**src/rtl/core/assert_macros.svh**
```systemverilog
// Assertion macros used by the top level RTL file of the unescaper.
`ifndef ASSERT_MACROS_SVH
`define ASSERT_MACROS_SVH

// Checked at every clock edge outside reset.
`define JSU_ASSERT(lbl, prop, msg) \
  lbl: assert property (@(posedge clk) disable iff (rst) prop) else $error(msg);

// Checked at every clock edge, reset included.
`define JSU_ASSERT_ALWAYS(lbl, prop, msg) \
  lbl: assert property (@(posedge clk) prop) else $error(msg);

`endif

```
**src/rtl/core/jsu_pkg.sv**
```systemverilog
// Types, constants and helper functions of the JSON string unescaper.
package jsu_pkg;

  typedef enum logic [6:0] {
    MODE_IDLE  = 7'b0000001,
    MODE_STR   = 7'b0000010,
    MODE_ESC   = 7'b0000100,
    MODE_HEXA  = 7'b0001000,
    MODE_EXPBS = 7'b0010000,
    MODE_EXPU  = 7'b0100000,
    MODE_HEXB  = 7'b1000000
  } mode_t;

  typedef enum logic [1:0] {
    KIND_DATA = 2'd0,
    KIND_DONE = 2'd1,
    KIND_ERR  = 2'd2
  } kind_t;

  localparam int unsigned MaxResults = 4;

  localparam logic [7:0] ChQuote     = 8'h22;
  localparam logic [7:0] ChBackslash = 8'h5C;
  localparam logic [7:0] ChSpace     = 8'h20;
  localparam logic [7:0] ChTab       = 8'h09;
  localparam logic [7:0] ChLf        = 8'h0A;
  localparam logic [7:0] ChCr        = 8'h0D;
  localparam logic [7:0] ChFf        = 8'h0C;
  localparam logic [7:0] ChBs        = 8'h08;
  localparam logic [7:0] ChLowerB    = 8'h62;
  localparam logic [7:0] ChLowerF    = 8'h66;
  localparam logic [7:0] ChLowerN    = 8'h6E;
  localparam logic [7:0] ChLowerR    = 8'h72;
  localparam logic [7:0] ChLowerT    = 8'h74;
  localparam logic [7:0] ChLowerU    = 8'h75;

  localparam logic [5:0] HighSurrTag = 6'b110110;
  localparam logic [5:0] LowSurrTag  = 6'b110111;
  localparam logic [4:0] SurrTag     = 5'b11011;

  typedef struct packed {
    mode_t       mode;
    logic [15:0] acc;
    logic [1:0]  cnt;
    logic [15:0] held;
  } ctx_t;

  typedef struct packed {
    logic [MaxResults-1:0][7:0] bytes;
    kind_t [MaxResults-1:0]     kinds;
    logic [2:0]                 count;
  } res_t;

  function automatic logic [3:0] hex_value(input logic [7:0] c);
    logic [3:0] v;
    v = 4'd0;
    if (c >= 8'h30 && c <= 8'h39) begin
      v = 4'(c - 8'h30);
    end else if (c >= 8'h61 && c <= 8'h66) begin
      v = 4'(c - 8'h57);
    end else if (c >= 8'h41 && c <= 8'h46) begin
      v = 4'(c - 8'h37);
    end
    return v;
  endfunction

endpackage

```
**src/rtl/core/jsu_ifs.sv**
```systemverilog
// Word channels of the unescaper: raw text in, decoded results out.
interface jsu_in_if;
  logic       valid;
  logic       ready;
  logic [7:0] in_byte;
  logic       text_end;

  modport source (output valid, output in_byte, output text_end, input ready);
  modport sink   (input valid, input in_byte, input text_end, output ready);
endinterface

interface jsu_out_if;
  logic       valid;
  logic       ready;
  logic [7:0] out_byte;
  logic [1:0] out_kind;
  logic       last;

  modport source (output valid, output out_byte, output out_kind, output last, input ready);
  modport sink   (input valid, input out_byte, input out_kind, input last, output ready);
endinterface

```
**src/rtl/core/json_string_unescape.sv**
```systemverilog
// Top level of the JSON string unescaper.
//
// The rx channel takes one word of JSON text per handshake: in_byte, or
// text_end to mark the end of the text. The tx channel gives decoded
// results: a data byte (out_kind 0), string complete (1) or parse error (2),
// with last set on the final result that an input word causes.
// A word taken on rx is held in the input register and decoded there; once
// the result buffer is free, its results, up to four, are loaded into it.
// The first result is then valid on tx.
// A word that gives one result or none does not hold up the next, so one
// word per cycle is sustained while tx does not stall; after a word that
// gives more results, the next word waits in the input register while the
// buffer drains, one result per cycle while tx is ready, and rx holds ready low until the last result is being taken.
// When tx stalls, the buffer and then the input register hold, and rx
// drops ready; nothing is lost. Words that give no result never reach tx.
// Reset (rst, synchronous) empties both registers and returns the parser
// to the state outside any string.
module json_string_unescape
  import jsu_pkg::*;
(
  input  logic clk,
  input  logic rst,
  jsu_in_if.sink    rx,
  jsu_out_if.source tx
);

  `include "assert_macros.svh"

  logic       s1_valid;
  logic [7:0] s1_byte;
  logic       s1_end;

  logic [MaxResults-1:0][7:0] buf_bytes;
  kind_t [MaxResults-1:0]     buf_kinds;
  logic [2:0]                 rem;
  logic [1:0]                 pos;

  res_t res;
  logic buf_free;
  logic s1_move;
  logic tx_marker;

  assign buf_free = (rem == 3'd0) || (rem == 3'd1 && tx.ready);
  assign s1_move  = s1_valid && buf_free;
  assign rx.ready = !s1_valid || buf_free;

  jsu_decode u_decode (
    .clk      (clk),
    .rst      (rst),
    .step     (s1_move),
    .in_byte  (s1_byte),
    .text_end (s1_end),
    .res      (res)
  );

  always_ff @(posedge clk) begin
    if (rst) begin
      s1_valid <= 1'b0;
    end else if (rx.valid && rx.ready) begin
      s1_valid <= 1'b1;
    end else if (s1_move) begin
      s1_valid <= 1'b0;
    end
  end

  always_ff @(posedge clk) begin
    if (rx.valid && rx.ready) begin
      s1_byte <= rx.in_byte;
      s1_end  <= rx.text_end;
    end
  end

  always_ff @(posedge clk) begin
    if (rst) begin
      rem <= 3'd0;
      pos <= 2'd0;
    end else if (s1_move) begin
      rem <= res.count;
      pos <= 2'd0;
    end else if (tx.valid && tx.ready) begin
      rem <= rem - 3'd1;
      pos <= pos + 2'd1;
    end
  end

  always_ff @(posedge clk) begin
    if (s1_move) begin
      buf_bytes <= res.bytes;
      buf_kinds <= res.kinds;
    end
  end

  assign tx.valid    = (rem != 3'd0);
  assign tx.out_byte = buf_bytes[pos];
  assign tx.out_kind = buf_kinds[pos];
  assign tx.last     = (rem == 3'd1);

  assign tx_marker = tx.valid && (tx.out_kind != KIND_DATA);

  `JSU_ASSERT(a_move_when_drained, s1_move |-> buf_free, "word decoded over pending results")
  `JSU_ASSERT(a_marker_alone, tx_marker |-> (tx.last && tx.out_byte == 8'd0), "bad marker word")
  `JSU_ASSERT_ALWAYS(a_reset_empty, $past(rst) |-> (!tx.valid && !s1_valid), "not empty after reset")

endmodule

```
**src/rtl/core/jsu_decode.sv**
```systemverilog
// Parser state and the per-word decode of escapes into result bytes.
module jsu_decode
  import jsu_pkg::*;
(
  input  logic       clk,
  input  logic       rst,
  input  logic       step,
  input  logic [7:0] in_byte,
  input  logic       text_end,
  output res_t       res
);

  ctx_t ctx;
  ctx_t ctx_next;

  always_ff @(posedge clk) begin
    if (rst) begin
      ctx <= '{mode: MODE_IDLE, acc: 16'd0, cnt: 2'd0, held: 16'd0};
    end else if (step) begin
      ctx <= ctx_next;
    end
  end

  always_comb begin
    logic [15:0] acc_new;
    logic [20:0] cp;
    acc_new = {ctx.acc[11:0], hex_value(in_byte)};
    cp = 21'h10000 + {1'b0, ctx.held[9:0], acc_new[9:0]};
    ctx_next = ctx;
    res.bytes = '0;
    res.kinds = {MaxResults{KIND_DATA}};
    res.count = 3'd0;
    if (text_end) begin
      if (ctx.mode != MODE_IDLE) begin
        ctx_next = '{mode: MODE_IDLE, acc: 16'd0, cnt: 2'd0, held: 16'd0};
        res.kinds[0] = KIND_ERR;
        res.count = 3'd1;
      end
    end else begin
      case (ctx.mode)
        MODE_IDLE: begin
          if (in_byte == ChQuote) begin
            ctx_next.mode = MODE_STR;
          end else if (in_byte != ChSpace && in_byte != ChTab &&
                       in_byte != ChLf && in_byte != ChCr) begin
            ctx_next = '{mode: MODE_IDLE, acc: 16'd0, cnt: 2'd0, held: 16'd0};
            res.kinds[0] = KIND_ERR;
            res.count = 3'd1;
          end
        end
        MODE_STR: begin
          if (in_byte == ChQuote) begin
            ctx_next.mode = MODE_IDLE;
            res.kinds[0] = KIND_DONE;
            res.count = 3'd1;
          end else if (in_byte == ChBackslash) begin
            ctx_next.mode = MODE_ESC;
          end else begin
            res.bytes[0] = in_byte;
            res.count = 3'd1;
          end
        end
        MODE_ESC: begin
          ctx_next.mode = MODE_STR;
          res.count = 3'd1;
          case (in_byte)
            ChLowerB: res.bytes[0] = ChBs;
            ChLowerF: res.bytes[0] = ChFf;
            ChLowerN: res.bytes[0] = ChLf;
            ChLowerR: res.bytes[0] = ChCr;
            ChLowerT: res.bytes[0] = ChTab;
            ChLowerU: begin
              ctx_next.mode = MODE_HEXA;
              ctx_next.acc = 16'd0;
              ctx_next.cnt = 2'd0;
              res.count = 3'd0;
            end
            default: res.bytes[0] = in_byte;
          endcase
        end
        MODE_HEXA: begin
          if (ctx.cnt == 2'd3) begin
            ctx_next.cnt = 2'd0;
            ctx_next.acc = 16'd0;
            if (acc_new[15:11] == SurrTag) begin
              ctx_next.held = acc_new;
              ctx_next.mode = MODE_EXPBS;
            end else begin
              ctx_next.mode = MODE_STR;
              if (acc_new[15:7] == 9'd0) begin
                res.bytes[0] = {1'b0, acc_new[6:0]};
                res.count = 3'd1;
              end else if (acc_new[15:11] == 5'd0) begin
                res.bytes[0] = {3'b110, acc_new[10:6]};
                res.bytes[1] = {2'b10, acc_new[5:0]};
                res.count = 3'd2;
              end else begin
                res.bytes[0] = {4'b1110, acc_new[15:12]};
                res.bytes[1] = {2'b10, acc_new[11:6]};
                res.bytes[2] = {2'b10, acc_new[5:0]};
                res.count = 3'd3;
              end
            end
          end else begin
            ctx_next.acc = acc_new;
            ctx_next.cnt = ctx.cnt + 2'd1;
          end
        end
        MODE_EXPBS: begin
          if (in_byte == ChBackslash) begin
            ctx_next.mode = MODE_EXPU;
          end else begin
            ctx_next = '{mode: MODE_IDLE, acc: 16'd0, cnt: 2'd0, held: 16'd0};
            res.kinds[0] = KIND_ERR;
            res.count = 3'd1;
          end
        end
        MODE_EXPU: begin
          if (in_byte == ChLowerU) begin
            ctx_next.mode = MODE_HEXB;
            ctx_next.acc = 16'd0;
            ctx_next.cnt = 2'd0;
          end else begin
            ctx_next = '{mode: MODE_IDLE, acc: 16'd0, cnt: 2'd0, held: 16'd0};
            res.kinds[0] = KIND_ERR;
            res.count = 3'd1;
          end
        end
        MODE_HEXB: begin
          if (ctx.cnt == 2'd3) begin
            ctx_next.cnt = 2'd0;
            ctx_next.acc = 16'd0;
            ctx_next.held = 16'd0;
            ctx_next.mode = MODE_STR;
            if (ctx.held[15:10] == HighSurrTag && acc_new[15:10] == LowSurrTag) begin
              res.bytes[0] = {5'b11110, cp[20:18]};
              res.bytes[1] = {2'b10, cp[17:12]};
              res.bytes[2] = {2'b10, cp[11:6]};
              res.bytes[3] = {2'b10, cp[5:0]};
              res.count = 3'd4;
            end
          end else begin
            ctx_next.acc = acc_new;
            ctx_next.cnt = ctx.cnt + 2'd1;
          end
        end
        default: begin
          ctx_next.mode = MODE_IDLE;
        end
      endcase
    end
  end

endmodule

```
**src/flat_wrapper.sv**
```systemverilog
// flat-port wrapper written by rule: the top's interface ports become plain ports
module json_string_unescape_flat import jsu_pkg::*;
  (clk, rst, rx_valid, rx_in_byte, rx_text_end, rx_ready, tx_valid, tx_out_byte, tx_out_kind, tx_last, tx_ready);
  jsu_in_if rx_i ();
  jsu_out_if tx_i ();
  input  logic clk;
  input  logic rst;
  input wire logic [$bits(rx_i.valid)-1:0] rx_valid;
  input wire logic [$bits(rx_i.in_byte)-1:0] rx_in_byte;
  input wire logic [$bits(rx_i.text_end)-1:0] rx_text_end;
  output wire logic [$bits(rx_i.ready)-1:0] rx_ready;
  output wire logic [$bits(tx_i.valid)-1:0] tx_valid;
  output wire logic [$bits(tx_i.out_byte)-1:0] tx_out_byte;
  output wire logic [$bits(tx_i.out_kind)-1:0] tx_out_kind;
  output wire logic [$bits(tx_i.last)-1:0] tx_last;
  input wire logic [$bits(tx_i.ready)-1:0] tx_ready;
  assign rx_i.valid = rx_valid;
  assign rx_i.in_byte = rx_in_byte;
  assign rx_i.text_end = rx_text_end;
  assign rx_ready = rx_i.ready;
  assign tx_valid = tx_i.valid;
  assign tx_out_byte = tx_i.out_byte;
  assign tx_out_kind = tx_i.out_kind;
  assign tx_last = tx_i.last;
  assign tx_i.ready = tx_ready;
  json_string_unescape u_core (.clk(clk), .rst(rst), .rx(rx_i), .tx(tx_i));
endmodule
```
**config.mk**
```make
export PLATFORM = sky130hd
export DESIGN_NAME = json_string_unescape_flat
export DESIGN_NICKNAME = d
export VERILOG_FILES = /design/src/rtl/core/jsu_pkg.sv /design/src/rtl/core/jsu_ifs.sv /design/src/rtl/core/json_string_unescape.sv /design/src/rtl/core/jsu_decode.sv /design/src/flat_wrapper.sv
export VERILOG_INCLUDE_DIRS = /design/src /design/src/rtl/core
export SDC_FILE = /design/constraint.sdc
export NUM_CORES = 1
export LEC_CHECK = 0
export BUFFER_PORTS_ARGS = -buffer_cell sky130_fd_sc_hd__buf_2
export CELL_PAD_IN_SITES_DETAIL_PLACEMENT = 1
export CELL_PAD_IN_SITES_GLOBAL_PLACEMENT = 2
export CORE_MARGIN = 10
export CORE_UTILIZATION = 39
export CTS_CLUSTER_SIZE = 10
export DETAILED_ROUTE_END_ITERATION = 8
export PLACE_DENSITY_LB_ADDON = 0.08
export SLEW_MARGIN = 20
export SYNTH_ARGS = -nofsm -noshare
export SYNTH_HDL_FRONTEND = slang
export SYNTH_SLANG_ARGS = --single-unit
```
**constraint.sdc**
```tcl
create_clock -name clk -period 3.36 [get_ports clk]
set_input_delay 0.336 -clock clk [delete_from_list [all_inputs] [get_ports clk]]
set_output_delay 0.336 -clock clk [all_outputs]
set_load 0.005 [all_outputs]
```
==> run metrics <==
RD Place Congestion=0.896; # setup viols final=0; Bufs on Longest Clock Path=2; TritonCTS clock tree=done; top-area cell type share of the netlist area=25.9%; placed cell area=4930 µm²; switching share of power=30.8%; Fin Setup TNS=0 ns; # resized after CTS=0; PD cells=572 nW/µm²; Post-Synthesis Cells=487; root buffer cell=clkbuf_16; Setup WS post-layout=around 0.47 ns; overall power=between 2 and 3 mW; worst setup path startpoint=u_core.u_decode.ctx[34]; Finished Layout Cells=660; area grow syn2layout=12.9%; CTS Buf Count=9; predominant post-synthesis flop cell=dfxtp_1; routed length per placed instance=21.8 µm; Die H=129 µm; largest area contributor in the netlist=edfxtp_1; vias per cell=6.00; mapped cell area=4630 µm²; Setup Skew=0.00802 ns; combinational power share=~22%; average cell area after synthesis=roughly 9.5 µm²; period utilisation layout=around 86%; Final Hold Fails=0; number of synthesized flops with an enable pin=40; Chip Width=~130 µm; Synth area leaders=edfxtp_1, dfxtp_1, nor2_1; crit path capture type=register; Worst R2R Start=u_core.u_decode.ctx[34]; Synthesized Nets=509; FFs w/ async S/R, synth=0%; sequential power share=43.8%; Tmin final=2.89 ns; GRT Overall Usage=between 10% and 20%; Overflow after GRT=0; Worst Path Arrival=3.15 ns; H-tree depth reported by CTS=3; largest net degree at the start of global routing=56; Setup Buffers After CTS=0; via count=3,963; Crit Path Class=register to register; vias in the first global route=3,942; site row count=39; Layout Nets=roughly 530; placed cell count=644; worst reg2reg path endpoint=u_core.u_decode.ctx[6]; die area=16,600 µm²; Max Clock Freq=around 350 MHz; RSZ-0062 raised after global routing=no; Lkg Pwr=1.79 nW; Final HPWL DP=10,500 µm; Post-synth top cells=nor2_1, dfxtp_1, edfxtp_1; Tightest Pin Transition=0.962 ns; Synth cell types=67; worst vdd ir=0.206 mV; yosys warns=0; core area=11,500 µm²; fin util=between 40% and 50%; Critical Path Fanout Max=15; first-pass GRT wire length=about 23,000 µm; final design instance area without fill=5230 µm²; Place WS=0.506 ns; initial antenna violation count=0; Worst Hold Class=input pin to register; Worst R2R Setup Slack=0.47 ns; R2R cell count=6; P_sw=0.922 mW; MaxCap Viol Count=0; Slew Viols, Final=0; Reg clk slew, reported paths=around 0.070 ns; crit path to=u_core.u_decode.ctx[6]; Antenna Nets Post-Route=0; sequential area share after synthesis=44.5%; Skew-Pair Late Insertion Delay=0.35 ns; # IOs=26; hold_ws=0.156 ns; share of cells above drive strength 1=between 10% and 20%; Worst EP required=approximately 3.6 ns; #FFs+latches synth=83; hold path depth=1; DRC violations left=0; IO buf count=25; Max transition margin=35.9%; 1st-pass router iterations=5; cell internal pwr=2.07 mW; DRT iter0 DRCs=403; CTS sink cnt=83; status=completed; most numerous cell in the Yosys netlist=nor2_1; Clock Power Share=34.2%; starting density of the core=40.2%; CTS Hold Bufs=0; final wirelength=about 14,000 µm; kind of start point of the critical path=register; # diodes=0
## critical path, cell delays in order (launching register included)
cell     delay (ns)
dfxtp_1        0.37
or4_4          0.58
or4b_1         0.62
a211o_1        0.50
nand3_1        0.30
nor2_2         0.20
o31ai_1        0.22
## per-layer routing
| layer | track usage (%) | vias up | share of wire (%) |
|---|---|---|---|
| met2 | 28.6 | 82 | 47 |
| met1 | 23.5 | 1982 | 47 |
| met3 | 3.41 | 14 | 4.9 |
| li1 | - | 1885 | - |
| met5 | 0 | - | 0 |
| met4 | 4.95 | 0 | 1.5 |
## kinds of logic (layout without fill, tap and decap cells)
| group | Yosys count | after routing | synth area share, % |
|---|---|---|---|
| xor gates and xnor gates | 7 | 7 | 1.32 |
| DFF | 83 | 83 | 44.5 |
| AOI/OAI and AO/OA | 111 | 111 | 15.7 |
| adders and majority gates | 9 | 9 | 2.43 |
| buffers and inverters | 42 | 72 | 4.10 |
| and+or+nand+nor | 221 | 221 | 27.1 |
| muxes | 14 | 14 | 4.91 |
## area by class of cell
cell class	instances	area (µm²)
Clock inverter	7	75.1
Sequential cell	83	2060
Tap cell	143	179
Clock buffer	9	225
Inverter	15	56.3
Multi-Input combinational cell	362	2390
Timing Repair Buffer	41	245
Fill cell	1340	6290
## worst min-delay path by stage
| stage | start | endpoint | slack, ns |
|---|---|---|---|
| finish | rx_text_end | u_core.s1_end | 0.16 |
| global route | rx_in_byte[6] | u_core.s1_byte[6] | 0.15 |
| CTS | rx_text_end | u_core.s1_end | 0.15 |
| detailed placement | u_core.u_decode.ctx[10] | u_core.u_decode.ctx[10] | 0.46 |
| global placement | u_core.u_decode.ctx[17] | u_core.u_decode.ctx[17] | 0.45 |
| floorplan | rx_in_byte[0] | u_core.s1_byte[0] | 0.43 |
## power groups by stage
stage                     combinational [mW]  sequential, mW  clock (mW)
after floorplan                        0.479            1.26           0
after global placement                 0.648            1.33           0
after detailed placement               0.668            1.34           0
after CTS                              0.674            1.31        1.04
after global routing                   0.731            1.33        1.09
final                                  0.659            1.31        1.02
## state kept, by name, summed over array words and instances (netlist names)
signal	cells
u_core.buf_bytes	29
u_core.buf_kinds	2
u_core.pos	2
u_core.rem	3
u_core.s1_byte	8
u_core.s1_end	1
u_core.s1_valid	1
u_core.u_decode.ctx	37
## layout by cell type, fill, tap and decap left out, types with 17 or more instances in the layout
cell type and instances:
dfxtp_1 43, a21oi_1 26, nand2_1 29, edfxtp_1 40
buf_2 25, nor3_1 21, o21ai_0 21, nor2_1 49
nand2b_1 17
Power figures use the tool's default switching activity.
